===== src/rtl/core/bcq_pkg.sv =====
`timescale 1ns / 1ps
package bcq_pkg;

  localparam int DEF_HISTORY_DEPTH = 5;
  localparam int TIME_W = 32;
  localparam int CFG_W = 16;
  localparam int CFG_INDEX_W = 3;

  localparam logic [CFG_W-1:0] RST_PRESS_STABLE   = 16'd10;
  localparam logic [CFG_W-1:0] RST_RELEASE_STABLE = 16'd10;
  localparam logic [CFG_W-1:0] RST_MIN_PRESS      = 16'd100;
  localparam logic [CFG_W-1:0] RST_PANIC_WINDOW   = 16'd1000;
  localparam logic [CFG_W-1:0] RST_PANIC_DURATION = 16'd500;

  typedef enum logic [CFG_INDEX_W-1:0] {
    REG_PRESS_STABLE   = 3'd0,
    REG_RELEASE_STABLE = 3'd1,
    REG_MIN_PRESS      = 3'd2,
    REG_PANIC_WINDOW   = 3'd3,
    REG_PANIC_DURATION = 3'd4
  } cfg_reg_t;

  typedef struct packed {
    logic [CFG_W-1:0] press_stable_ms;
    logic [CFG_W-1:0] release_stable_ms;
    logic [CFG_W-1:0] min_press_ms;
    logic [CFG_W-1:0] panic_window_ms;
    logic [CFG_W-1:0] panic_duration_ms;
  } cfg_regs_t;

  typedef struct packed {
    logic              pressed;
    logic [TIME_W-1:0] now_ms;
    logic [TIME_W-1:0] rotation_ms;
  } in_item_t;

  typedef struct packed {
    logic click;
    logic panic;
  } out_item_t;

endpackage


===== src/rtl/core/bcq_ram.sv =====
`timescale 1ns / 1ps
module bcq_ram #(
  parameter int WIDTH = 32,
  parameter int DEPTH = 5
) (
  input  logic                     clk,
  input  logic                     we,
  input  logic [$clog2(DEPTH)-1:0] waddr,
  input  logic [WIDTH-1:0]         wdata,
  input  logic [$clog2(DEPTH)-1:0] raddr,
  output logic [WIDTH-1:0]         rdata
);

  logic [WIDTH-1:0] mem [DEPTH];

  always_ff @(posedge clk) begin
    if (we) begin
      mem[waddr] <= wdata;
    end
    rdata <= mem[raddr];
  end

endmodule


===== src/rtl/core/bcq_core.sv =====
`timescale 1ns / 1ps
module bcq_core
  import bcq_pkg::*;
#(
  parameter int HISTORY_DEPTH = DEF_HISTORY_DEPTH
) (
  input  logic      clk,
  input  logic      rst,
  input  logic      take,
  input  in_item_t  item,
  input  cfg_regs_t cfg,
  output out_item_t result
);

  localparam int SLOT_W = $clog2(HISTORY_DEPTH);
  localparam logic [SLOT_W-1:0] LAST_SLOT = SLOT_W'(HISTORY_DEPTH - 1);

  logic                     held, held_next;
  logic                     confirmed, confirmed_next;
  logic                     release_seen, release_seen_next;
  logic [TIME_W-1:0]        press_start, press_start_next;
  logic [TIME_W-1:0]        release_start, release_start_next;
  logic [TIME_W-1:0]        rotation_at_press, rotation_at_press_next;
  logic [HISTORY_DEPTH-1:0] click_valid, click_valid_next;
  logic [SLOT_W-1:0]        history_slot, history_slot_next;
  logic                     panic_active, panic_active_next;
  logic [TIME_W-1:0]        panic_start, panic_start_next;

  logic [TIME_W-1:0] click_time_rd;
  logic              mem_we;

  logic              panic_hold, expire;
  logic [HISTORY_DEPTH-1:0] valid_eff;
  logic [SLOT_W-1:0] slot_eff;
  logic              release_done, qualifies, hit;
  logic              click;

  // history times; next slot is prefetched so every item finds its entry ready
  bcq_ram #(
    .WIDTH (TIME_W),
    .DEPTH (HISTORY_DEPTH)
  ) u_history (
    .clk   (clk),
    .we    (mem_we),
    .waddr (slot_eff),
    .wdata (item.now_ms),
    .raddr (history_slot_next),
    .rdata (click_time_rd)
  );

  always_comb begin
    panic_hold = panic_active &&
                 ((item.now_ms - panic_start) < {16'b0, cfg.panic_duration_ms});
    expire     = panic_active && !panic_hold;
    valid_eff  = expire ? '0 : click_valid;
    slot_eff   = expire ? '0 : history_slot;

    release_done = held && !item.pressed && release_seen &&
                   ((item.now_ms - release_start) >= {16'b0, cfg.release_stable_ms});
    qualifies    = release_done && confirmed &&
                   ((release_start - press_start) >= {16'b0, cfg.min_press_ms}) &&
                   (item.rotation_ms == rotation_at_press);
    hit          = valid_eff[slot_eff] &&
                   ((item.now_ms - click_time_rd) < {16'b0, cfg.panic_window_ms});

    held_next              = held;
    confirmed_next         = confirmed;
    release_seen_next      = release_seen;
    press_start_next       = press_start;
    release_start_next     = release_start;
    rotation_at_press_next = rotation_at_press;
    click_valid_next       = click_valid;
    history_slot_next      = history_slot;
    panic_active_next      = panic_active;
    panic_start_next       = panic_start;
    click                  = 1'b0;
    mem_we                 = 1'b0;

    if (take) begin
      if (panic_hold) begin
        held_next         = 1'b0;
        confirmed_next    = 1'b0;
        release_seen_next = 1'b0;
      end else begin
        panic_active_next = 1'b0;
        click_valid_next  = valid_eff;
        history_slot_next = slot_eff;
        if (item.pressed) begin
          if (!held) begin
            held_next              = 1'b1;
            press_start_next       = item.now_ms;
            confirmed_next         = 1'b0;
            rotation_at_press_next = item.rotation_ms;
          end else if (!confirmed &&
                       ((item.now_ms - press_start) >= {16'b0, cfg.press_stable_ms})) begin
            confirmed_next = 1'b1;
          end
          release_seen_next = 1'b0;
        end else if (held) begin
          if (!release_seen) begin
            release_seen_next  = 1'b1;
            release_start_next = item.now_ms;
          end else if (release_done) begin
            if (qualifies) begin
              if (hit) begin
                panic_active_next = 1'b1;
                panic_start_next  = item.now_ms;
              end else begin
                mem_we                     = 1'b1;
                click                      = 1'b1;
                click_valid_next[slot_eff] = 1'b1;
                history_slot_next = (slot_eff == LAST_SLOT) ? '0 : slot_eff + 1'b1;
              end
            end
            held_next         = 1'b0;
            confirmed_next    = 1'b0;
            release_seen_next = 1'b0;
          end
        end
      end
    end

    if (rst) begin
      history_slot_next = '0;
    end

    result.click = click;
    result.panic = panic_active_next;
  end

  always_ff @(posedge clk) begin
    if (rst) begin
      held              <= 1'b0;
      confirmed         <= 1'b0;
      release_seen      <= 1'b0;
      press_start       <= '0;
      release_start     <= '0;
      rotation_at_press <= '0;
      click_valid       <= '0;
      history_slot      <= '0;
      panic_active      <= 1'b0;
      panic_start       <= '0;
    end else begin
      held              <= held_next;
      confirmed         <= confirmed_next;
      release_seen      <= release_seen_next;
      press_start       <= press_start_next;
      release_start     <= release_start_next;
      rotation_at_press <= rotation_at_press_next;
      click_valid       <= click_valid_next;
      history_slot      <= history_slot_next;
      panic_active      <= panic_active_next;
      panic_start       <= panic_start_next;
    end
  end

  a_no_same_entry: assert property (@(posedge clk) disable iff (rst)
    mem_we |-> (slot_eff != history_slot_next))
    else $error("history write collides with prefetch read");

  a_click_not_panic: assert property (@(posedge clk) disable iff (rst)
    (take && click) |-> !panic_active_next)
    else $error("click issued together with panic");

  a_expire_clears: assert property (@(posedge clk) disable iff (rst)
    (take && expire) |=> ($countones(click_valid) <= 1))
    else $error("history not cleared at end of panic");

  a_hold_drops_press: assert property (@(posedge clk) disable iff (rst)
    (take && panic_hold) |=> (!held && !confirmed && panic_active))
    else $error("press tracking kept during panic");

endmodule


===== src/rtl/core/bcq_outbuf.sv =====
`timescale 1ns / 1ps
module bcq_outbuf
  import bcq_pkg::*;
(
  input  logic      clk,
  input  logic      rst,
  input  logic      take,
  input  out_item_t result_in,
  output logic      full,
  output logic      result_valid,
  input  logic      result_stall,
  output out_item_t result
);

  logic      skid_valid;
  out_item_t skid;
  logic      drain;

  assign drain = result_valid && !result_stall;
  assign full  = skid_valid;

  always_ff @(posedge clk) begin
    if (rst) begin
      result_valid <= 1'b0;
      skid_valid   <= 1'b0;
    end else if (skid_valid) begin
      if (drain) begin
        result       <= skid;
        skid_valid   <= 1'b0;
      end
    end else if (take) begin
      if (!result_valid || drain) begin
        result       <= result_in;
        result_valid <= 1'b1;
      end else begin
        skid       <= result_in;
        skid_valid <= 1'b1;
      end
    end else if (drain) begin
      result_valid <= 1'b0;
    end
  end

endmodule


===== src/rtl/core/button_click_qualifier_unit.sv =====
`timescale 1ns / 1ps
// Qualifies clicks of one push button. One tick item (button level, time, last
// rotation time) is taken every clock cycle unless stalled, and gives exactly
// one result item (click, panic). Click times live in a small synchronous RAM
// whose entry for the next history slot is fetched while the current item is
// processed, so ticks can run back to back at one per cycle. A two-entry output
// buffer lets one more tick be taken while a result is stalled. Configuration
// writes are always ready and take effect on the next item.
module button_click_qualifier_unit
  import bcq_pkg::*;
#(
  parameter int HISTORY_DEPTH = DEF_HISTORY_DEPTH
) (
  input  logic                   clk,
  input  logic                   rst,
  input  logic                   item_valid,
  output logic                   item_stall,
  input  in_item_t               item,
  output logic                   result_valid,
  input  logic                   result_stall,
  output out_item_t              result,
  input  logic                   cfg_valid,
  output logic                   cfg_ready,
  input  logic [CFG_INDEX_W-1:0] cfg_index,
  input  logic [CFG_W-1:0]       cfg_data
);

  cfg_regs_t cfg;
  out_item_t core_result;
  logic      take;
  logic      full;

  assign cfg_ready  = 1'b1;
  assign item_stall = full;
  assign take       = item_valid && !full;

  always_ff @(posedge clk) begin
    if (rst) begin
      cfg.press_stable_ms   <= RST_PRESS_STABLE;
      cfg.release_stable_ms <= RST_RELEASE_STABLE;
      cfg.min_press_ms      <= RST_MIN_PRESS;
      cfg.panic_window_ms   <= RST_PANIC_WINDOW;
      cfg.panic_duration_ms <= RST_PANIC_DURATION;
    end else if (cfg_valid && cfg_ready) begin
      case (cfg_index)
        REG_PRESS_STABLE:   cfg.press_stable_ms   <= cfg_data;
        REG_RELEASE_STABLE: cfg.release_stable_ms <= cfg_data;
        REG_MIN_PRESS:      cfg.min_press_ms      <= cfg_data;
        REG_PANIC_WINDOW:   cfg.panic_window_ms   <= cfg_data;
        REG_PANIC_DURATION: cfg.panic_duration_ms <= cfg_data;
        default: ;
      endcase
    end
  end

  bcq_core #(
    .HISTORY_DEPTH (HISTORY_DEPTH)
  ) u_core (
    .clk    (clk),
    .rst    (rst),
    .take   (take),
    .item   (item),
    .cfg    (cfg),
    .result (core_result)
  );

  bcq_outbuf u_outbuf (
    .clk          (clk),
    .rst          (rst),
    .take         (take),
    .result_in    (core_result),
    .full         (full),
    .result_valid (result_valid),
    .result_stall (result_stall),
    .result       (result)
  );

endmodule

===== config.mk =====
export PLATFORM = sky130hd
export DESIGN_NAME = button_click_qualifier_unit
export DESIGN_NICKNAME = d
export VERILOG_FILES = /design/src/rtl/core/bcq_pkg.sv /design/src/rtl/core/bcq_ram.sv /design/src/rtl/core/bcq_core.sv /design/src/rtl/core/bcq_outbuf.sv /design/src/rtl/core/button_click_qualifier_unit.sv
export SDC_FILE = /design/constraint.sdc
export NUM_CORES = 1
export LEC_CHECK = 0
export BUFFER_PORTS_ARGS = -buffer_cell sky130_fd_sc_hd__buf_2
export CAP_MARGIN = 20
export CORE_ASPECT_RATIO = 1.2
export CORE_MARGIN = 5
export CORE_UTILIZATION = 50
export CTS_CLUSTER_DIAMETER = 50
export DETAILED_ROUTE_END_ITERATION = 16
export PLACE_DENSITY = 0.66
export SYNTH_ARGS = -nofsm -noshare
export SYNTH_HDL_FRONTEND = slang
export SYNTH_SLANG_ARGS = --single-unit

===== constraint.sdc =====
create_clock -name clk -period 9 [get_ports clk]
set_clock_uncertainty 0.05 [all_clocks]
set_input_delay 0.45 -clock clk [delete_from_list [all_inputs] [get_ports clk]]
set_output_delay 0.45 -clock clk [all_outputs]
set_load 0.005 [all_outputs]

==> results of run 1 <==
[stage by stage]
stage          utilization (%)  worst slack (ns)
4_1_cts                   55.3              1.71
5_1_grt                   55.3              1.20
3_5_place_dp              52.1              1.26
6_report                  55.3              1.59
3_3_place_gp              52.1              1.46
2_1_floorplan                -              2.83
[critical path, delay by kind of cell, from the launching register on]
family,cells,cell delay (ns)
AOI/OAI and AO/OA,13,3.15
xor gates and xnor gates,1,0.14
adders and majority gates,2,0.52
buffers and inverters,2,0.43
DFF,1,0.30
and+or+nand+nor,10,2.58
[power groups by stage]
| stage | Clock (W) | Sequential [W] | Combinational (W) |
|---|---|---|---|
| 5_1_grt | 0.00224 | 0.00201 | 0.00106 |
| 4_1_cts | 0.00216 | 0.00201 | 0.000945 |
| 2_1_floorplan | 0 | 0.00205 | 0.000666 |
| 3_3_place_gp | 0 | 0.00205 | 0.000921 |
| 6_report | 0.00212 | 0.00201 | 0.000954 |
| 3_5_place_dp | 0 | 0.00205 | 0.000939 |
[registers in the layout, summed over array words and instances, names as in the netlist, 3 cells and up]
signal and count:
u_core.u_history.rdata 32, u_core.press_start 32, u_core.panic_start 32, u_core.click_valid 5, u_core.u_history.mem 160, cfg 80, u_core.rotation_at_press 32, u_core.history_slot 3
u_core.release_start 32
[layer usage]
layer  share of wire (%)  global-route usage, %  vias to the layer above
li1                    -                      -                    11200
met1                  43                   32.0                    11000
met2                  48                   43.9                      592
met3                 4.4                   2.83                      156
met4                 4.0                   9.44                        0
met5                   0                      0                        -
[final cells by class]
type	instances	share of cell area, %
clock inverter	33	1.36
clock buffer	60	4.40
antenna	3	0.0248
tap	720	2.98
sequential	418	33.1
multi-input combinational	2294	53.0
inverter	251	3.11
timing repair buffer	110	2.10
[synthesized netlist by cell type, drive strengths merged, types with 19 or more instances]
library cell,n
edfxtp,164
inv,251
clkbuf,78
mux2i,207
xnor2,65
nand4,39
and2,19
o21a,32
nand2,292
nor4,27
ha,235
nor3,54
nand2b,41
o211ai,43
or3,19
a21oi,239
a21o,58
buf,35
nand3,56
dfxtp,254
nor2,310
xor2,64
a221oi,39
and3,27
o21ai,110
nor2b,31
a211oi,32
[cells by family (layout without fill, tap and decap cells)]
kind of cell	count (synthesis)	count (layout)	share of synthesized area (%)
adders and majority gates	240	240	11.1
muxes	216	216	7.95
DFF	418	418	36.4
other	1	4	0.0136
buffers and inverters	364	454	5.45
AOI/OAI and AO/OA	716	716	17.8
and+or+nand+nor	992	992	17.2
xor gates and xnor gates	129	129	4.11
[path summary, 6_finish.rpt]
check | to | slack [ns] | cells after the start
setup / recovery | u_core.u_history.rdata[0] | 1.59 | 28
hold / removal | u_core.rotation_at_press[24] | 0.07 | 3
setup reg to reg | u_core.u_history.rdata[0] | 1.59 | 28
hold reg to reg | cfg[13] | 0.40 | 2
==> results.txt, run 1 <==
The flow ran to the end, and the final reports show no timing, DRC or antenna violations. The total global routing overflow came out at 0. By area the synthesized netlist is led by dfxtp_1 (19%), edfxtp_1 (18%), ha_1 (11%). The leading register cell type out of synthesis is dfxtp_1. The worst setup path is launched from a flop. The power density normalized to cell area is approximately 170 mW/mm2. The critical path arrival is between 7 and 8 ns. The post-detailed-route count of antenna-violating nets came out at 0. The number of failing hold endpoints at the final stage is 0. In this run the mean area of a mapped cell was 8.94 um2. The library cells used most frequently in the layout, excluding fill and tap cells, are nor2_1 (308), nand2_1 (292), dfxtp_1 (254), inv_1 (251), a21oi_1 (239). The number of setup buffers added after CTS is 0. The final worst hold slack is just over 0.07 ns. The routed design has 77,700 um of wire. In this run, synthesis inferred between 150 and 200 flip-flops with an integrated enable. The final worst-path cycle share is between 80 and 90%. The vertical die dimension came out at roughly 270 um.

The clock network fraction of design power came out at a little over two fifths. The count of cells in the finished layout, fillers not included, comes to between 3k and 4k. The worst slew slack as a fraction of its limit is 24.9%. The final cell area excluding filler cells came out at 0.0303 mm2. The routed wirelength normalized by instance count came out at between 15 and 20 um. The overall die width came out at around 220 um. The maximum number of pins on one net before global-route repair came out at 112. The tree is rooted in a clkbuf_16.

The area fraction of the dominant cell type after synthesis is 18.5%. Setup repair after global routing left no endpoint under its margin. Yosys printed 0 warnings. The final critical path time including I/O delays and setup is 7.41 ns. Across the VDD grid, the largest voltage drop is roughly 150 uV.

The switching power share of the total is 28.9%. The number of gates resized after cts came out at 0. The overall routing resource usage came out at around 25%. The count of buffers from port buffering came out at 92. The setup TNS came out at 0 ns. The cell with the biggest individual delay on the critical path is and2_4. The largest incremental delay on the critical path is ~0.63 ns. The critical path in this run is classified as reg2reg. The instance count after placement with tap cells included is 3,792. The floorplan has 94 rows.

The worst-margin pin slew came out at between 1 and 1.5 ns. In this run the critical register-to-register path is launched from u_core.u_history.rdata[1]. Combinational cells account for a little under a fifth of the total power. The filler cell count in the final layout is between 4k and 5k.

The total half-perimeter wirelength after legalization and detailed placement came out at between 50,000 and 60,000 um. The final weighted congestion in routability-driven placement came out at between 0.9 and 1. TritonCTS built the clock tree. The post-synthesis cell count is 3,076. CTS saw between 400 and 500 sinks.

The critical path endpoint category is a flop. The leakage dissipation came out at 12.3 nW. The flip-flop and latch count after synthesis came out at roughly 420. The iteration count of the initial detailed-routing pass is 6. The internal power of the cells came out at between 0.003 and 0.004 W. The initial DRC count is between 1k and 1.5k. The share of layout cells above drive strength 1 is about 8.5%. After the last flow step, the layout net total stands at between 3k and 4k. The first global-routing pass estimated 121,000 um of wire.

The buffer depth of the longest clock path came out at 3. The core area is 0.0547 mm2. The standard cell area after detailed placement came out at about 0.028 mm2. In the routed layout, each cell is associated on average with a via count of just under 6. The detailed-route DRC error count came out at 0.

The initial antenna violation count came to 3. The multi-input combinational cell area is approximately 0.016 mm2. The number of unique standard cell types used by synthesis is 96. Once the floorplan was initialized, standard cells occupied between 50% and 60% of the core. The number of CTS-inserted buffers is 50. The library cell used most frequently in the layout, excluding fill and tap cells, is nor2_1. The source-to-sink clock delay at the later pin of the worst-skew pair came out at 0.61 ns. The total count of max-transition violations in the final report came out at 0.

Summing all flip-flop and latch instances after layout gives roughly 0.01 mm2. The design draws 0.00508 W. The largest area contributor in the netlist is dfxtp_1. The via count of the first global-routing pass came out at around 23k. The min-delay analysis places its worst path in the category in2reg. The tool flagged a number of max-cap violations equal to 0. The startpoint of the worst setup timing path is u_core.u_history.rdata[1]. The netlist area before placement is around 0.027 mm2. The layout-stage area growth over the synthesis result is 10.1%. The hold-fix buffer count after cts is 0. After clock tree synthesis, the clock-pin slew on the worst setup and hold paths is approximately 0.060 ns. Along the worst path, the maximum fanout reaches 34. For this design the total switching power over the nets is between 0.001 and 0.0015 W.

The via count came out at around 23k. The die covers about 0.06 mm2. The boundary pin count came out at 94.

Setup violations remaining at the end of the flow were counted as 0. The proportion of synthesized flip-flops having asynchronous set or reset is 0%. After synthesis, flip-flops and latches occupy between 30% and 40% of the total area.

The worst hold path begins at item[24]. The required time at the worst-slack endpoint is approximately 9.4 ns. The maximum frequency from static timing analysis is 135 MHz. Registers are responsible for approximately 40% of the overall power. The number of H-tree levels came out at 2. The net count after synthesis came out at 3,405.
Note: power is estimated with default switching activity, not from simulation.
==> inputs of run 2 (changes only) <==
--- a/config.mk
+++ b/config.mk
@@ -5,6 +5,7 @@
 export SDC_FILE = /design/constraint.sdc
 export NUM_CORES = 1
 export LEC_CHECK = 0
+export ABC_AREA = 1
 export BUFFER_PORTS_ARGS = -buffer_cell sky130_fd_sc_hd__buf_2
 export CAP_MARGIN = 20
 export CORE_ASPECT_RATIO = 1.2
@@ -12,7 +13,7 @@
 export CORE_UTILIZATION = 50
 export CTS_CLUSTER_DIAMETER = 50
 export DETAILED_ROUTE_END_ITERATION = 16
-export PLACE_DENSITY = 0.66
+export PLACE_DENSITY = 0.69
 export SYNTH_ARGS = -nofsm -noshare
 export SYNTH_HDL_FRONTEND = slang
 export SYNTH_SLANG_ARGS = --single-unit
==> constraint.sdc (replaced) <==
create_clock -name clk -period 6.33 [get_ports clk]
set_clock_uncertainty 0.05 [all_clocks]
set_input_delay 0.3165 -clock clk [delete_from_list [all_inputs] [get_ports clk]]
set_output_delay 0.3165 -clock clk [all_outputs]
set_load 0.005 [all_outputs]
==> run 2 against run 1 <==
Utilization rose by 0.58 points. Routed wire length rose by 0.79%. Total power rose by 53%. Cell count rose by 23%. Worst hold slack got worse by 0.039 ns. Largest power group is now sequential cells. Synthesized cell count rose by 27%. Highest routed layer unchanged. Combinational power rose by 110%. First-iteration DRC count rose by 2.2%. Worst setup slack got worse by 0.71 ns. Critical path type is now in2reg. Clock-buffer cell count rose by 10. Largest cell class unchanged.
==> results.txt, run 2 <==
Run status: complete, no violations (unchanged). The initial core utilization is 50.3% (about the same). The total count of max-transition violations in the final report came to 0 (unchanged).

The critical-path maximum fanout came out at 62 (was 34). The power density normalized to cell area came out at 249 mW/mm2 (was 168 mW/mm2). The setup TNS came out at 0 ns (unchanged).

The maximum number of pins on one net before global-route repair came out at 129 (was 112). The clock network fraction of design power is 36.8% (was 41.7%). The final worst-path cycle share came out at 86.0%. The total half-perimeter wirelength after legalization and detailed placement came out at 59,200 um (was 58,800 um). The number of placement rows is 95 (was 94).

The number of CTS-inserted buffers was 49 (was 50). The worst min-delay path startpoint was item[30] (was item[24]). The filler cell count in the final layout is 5,465 (was 4,911).

The switching component of the power came out at 0.00250 W (was 0.00147 W). The TritonCTS clock tree is yes (unchanged). The via-per-instance ratio came out at 5.35 (was 5.89). The clock root buffer is clkbuf_16 (unchanged). The maximum vdd ir drop was 221 uV (was 151 uV). The layout-stage area growth over the synthesis result came to 11.3% (was 10.1%). The flip-flop and latch count after synthesis is 418 (unchanged). The share of layout cells above drive strength 1 was 6.35% (was 8.46%).

The count of buffers from port buffering is 92 (unchanged). The mean area per synthesized cell is 7.17 um2 (was 8.94 um2). The total global routing overflow was 0 (unchanged).

The number of H-tree levels is 2 (unchanged). The area fraction of the dominant cell type after synthesis is 18.1% (was 18.5%). The buffer depth of the longest clock path came to 3 (unchanged). The count of cells along the worst register-to-register path came out at 30 (was 28). The hold-critical path endpoint is u_core.rotation_at_press[30] (was u_core.rotation_at_press[24]).

The core area is 0.0559 mm2 (was 0.0547 mm2). The number of failing hold endpoints at the final stage is 0 (unchanged). The required time at the worst-slack endpoint is 6.72 ns (was 9.39 ns).

The post-synthesis cell count is 3,914 (was 3,076). The core occupancy in the finished layout came to 55.9% (was 55.3%). The proportion of synthesized flip-flops having asynchronous set or reset is 0% (unchanged). The startpoint type of the worst setup path is a primary input (was flop). The cell with the biggest individual delay on the critical path is nand2_2 (was and2_4). The final weighted congestion in routability-driven placement was 0.960 (was 0.976). The boundary pin count is 94 (unchanged).

The number of flops mapped to enable cells by yosys is 164 (unchanged). The final-stage net count is 4,337 (was 3,454). The setup-violating endpoint count in the final report is 0 (unchanged). The post-detailed-route count of antenna-violating nets is 0 (unchanged). The worst hold path stage count is 3 (unchanged). The cell that appears most often on the critical path is nand2_1. The worst slew slack as a fraction of its limit is 33.6% (was 24.9%). The most frequent cell after synthesis is nand2_1 (was nor2_1).

The vertical die dimension is 270 um (was 267 um). The clock sink count is 418 (unchanged). The leading register cell type out of synthesis is dfxtp_1 (unchanged). RSZ-0062 raised after global routing: no (unchanged). The initial antenna violation count is 1 (was 3).

The sequential cell area is 0.0100 mm2 (unchanged). The final critical-path setup slack came out at 0.885 ns (was 1.59 ns). The iteration count of the initial detailed-routing pass came to 6 (unchanged).

The overall routing resource usage came to 24.8% (was 25.1%). The commonest non-fill, non-tap cell in the layout is nand2_1 (was nor2_1). Largest registers: u_core.u_history.mem x160, cfg x80 (unchanged). The largest area contributor in the netlist is dfxtp_1 (unchanged). The multi-input combinational cell area is 0.0151 mm2 (was 0.0160 mm2). The via count is 25.5k (was 22.9k).

The portion of total power attributed to sequential cells is 37.5% (was 39.6%). The routed wirelength normalized by instance count was 16.4 um (was 20.0 um). The worst-margin pin slew is 0.992 ns (was 1.11 ns). The category of the critical setup timing path is in2reg (was reg2reg).

The setup slack on the worst flop-to-flop path is 1.03 ns (was 1.59 ns). The detailed-route DRC error count came out at 0 (unchanged). The overall die width came out at 226 um (was 224 um). The sequential-to-total area share from yosys stat is 35.7% (was 36.4%).

The final critical path time including I/O delays and setup is 5.45 ns. The overall die area is 0.0610 mm2 (was 0.0598 mm2). The first-pass GRT wire length came to 124,000 um (was 121,000 um). The kind of path behind the tightest hold check is in2reg (unchanged).

The largest incremental delay on the critical path is 0.60 ns (was 0.63 ns). The critical path endpoint category is a flop (unchanged). The number of violations of the max-capacitance limit is 0 (unchanged). The switching power share of the total came out at 32.1% (was 28.9%).

The internal power of the cells is 0.00528 W (was 0.00361 W). The critical path arrival came out at 5.84 ns (was 7.80 ns). Commonest cells after routing, fill and taps aside: nand2_1 (840), inv_1 (650), a21oi_1 (416), o21ai_0 (300), nand3_1 (279) (was nor2_1 (308), nand2_1 (292), dfxtp_1 (254), inv_1 (251), a21oi_1 (239)). The share of power burned in combinational logic came to 25.7% (was 18.8%).

The flip-flop count of the largest register, all copies and words added is 160 (unchanged). The source-to-sink clock delay at the later pin of the worst-skew pair came out at 0.60 ns (was 0.61 ns). The netlist area before placement is 0.0281 mm2 (was 0.0275 mm2). The via count of the first global-routing pass came out at 24.4k (was 22.6k). The number of warning messages in the yosys log came out at 0 (unchanged). Main area contributors after synthesis: dfxtp_1 (18%), edfxtp_1 (18%), nand2_1 (11%) (was dfxtp_1 (19%), edfxtp_1 (18%), ha_1 (11%)).

The leakage dissipation is 14.5 nW (was 12.3 nW). The maximum frequency from static timing analysis is ~180 MHz. The clock transition at the registers of the reported paths is 0.05 ns (was 0.06 ns). Leading cell types by count after synthesis: nand2_1 (842), inv_1 (651), a21oi_1 (417) (was nor2_1 (309), nand2_1 (292), dfxtp_1 (254)). The initial DRC count is 1,488 (was 1,456).

The post-place setup slack came out at 0.840 ns (was 1.26 ns). The largest register by flop count is u_core.u_history.mem (unchanged). The launching point of the worst reg2reg path is u_core.press_start[2] (was u_core.u_history.rdata[1]).

The aggregate routed wire length came to 78,300 um (was 77,700 um). The number of unique standard cell types used by synthesis was 62 (was 96). The net count after synthesis is 4,243 (was 3,405).

The endpoint of the worst-slack reg-to-reg timing path was u_core.u_history.rdata[11] (was u_core.u_history.rdata[0]).
run 2: per-layer routing:
layer  global-route usage (%)  vias up  wire (um)
li1                         -    13100          -
met1                     31.0    11700      33400
met2                     43.8      599      38400
met3                     2.53      167       3260
met4                     9.69        0       3210
met5                        0        -          0
run 2: final cells by class:
type                       count  area share (%)
sequential                   418            32.0
clock inverter                21           0.737
inverter                     671            8.08
clock buffer                  70            4.57
timing repair buffer         144            3.15
tap                          727            2.91
antenna                        1         0.00801
multi-input combinational   2724            48.5
run 2: timing repair:
| action | in CTS | in global routing |
|---|---|---|
| hold buffers | 35 | 0 |
| gates resized for setup | 0 | 0 |
| setup buffers | 0 | 0 |
| endpoints found under the hold margin | 46 | 0 |
run 2: worst max path at each step:
| stage | end | slack [ns] | cells past startpoint | startpoint |
|---|---|---|---|---|
| floorplan | u_core.u_history.mem[0][0] | 1.22 | 29 | item[32] |
| global placement | u_core.panic_start[0] | 0.95 | 22 | item[32] |
| detailed placement | u_core.panic_start[12] | 0.84 | 22 | item[32] |
| CTS | u_core.panic_start[8] | 0.90 | 23 | item[32] |
| global route | u_core.panic_start[8] | 0.30 | 34 | item[32] |
| finish | u_core.panic_start[8] | 0.88 | 34 | item[32] |
run 2: kinds of logic (layout without fill, tap and decap cells):
logic type,count (synthesis),count (layout),share of synthesized area [%]
other,1,2,0.0134
xor gates and xnor gates,124,124,3.87
AOI/OAI and AO/OA,815,815,15.4
and+or+nand+nor,1543,1543,23.6
muxes,1,1,0.0401
DFF,418,418,35.7
adders and majority gates,240,240,10.8
buffers and inverters,772,906,10.6
run 2: power groups by stage:
| stage | clock network (W) | logic, W | registers (W) |
|---|---|---|---|
| floorplan | 0 | 0.00145 | 0.00296 |
| global placement | 0 | 0.00194 | 0.00297 |
| detailed placement | 0 | 0.00195 | 0.00297 |
| CTS | 0.00293 | 0.00199 | 0.00292 |
| global route | 0.00304 | 0.00227 | 0.00292 |
| finish | 0.00286 | 0.00200 | 0.00292 |
run 2: worst max-delay path, delay by kind of cell:
| kind | cells | cell delay (ns) |
|---|---|---|
| buf+inv | 4 | 1.01 |
| compound gates | 4 | 0.78 |
| fa+ha+maj | 3 | 0.89 |
| xor+xnor | 1 | 0.08 |
| simple gates | 22 | 2.72 |
run 2: per-stage QoR:
step,cell area [um2],total power (W),hold WS [ns],std cells
3_3_place_gp,29200,0.00491,0.393,4648
5_1_grt,31200,0.00823,0.0160,4776
6_report,31200,0.00778,0.0331,4776
2_1_floorplan,28100,0.00441,0.365,3914
4_1_cts,31200,0.00783,0.000984,4774
3_5_place_dp,29200,0.00493,0.402,4648
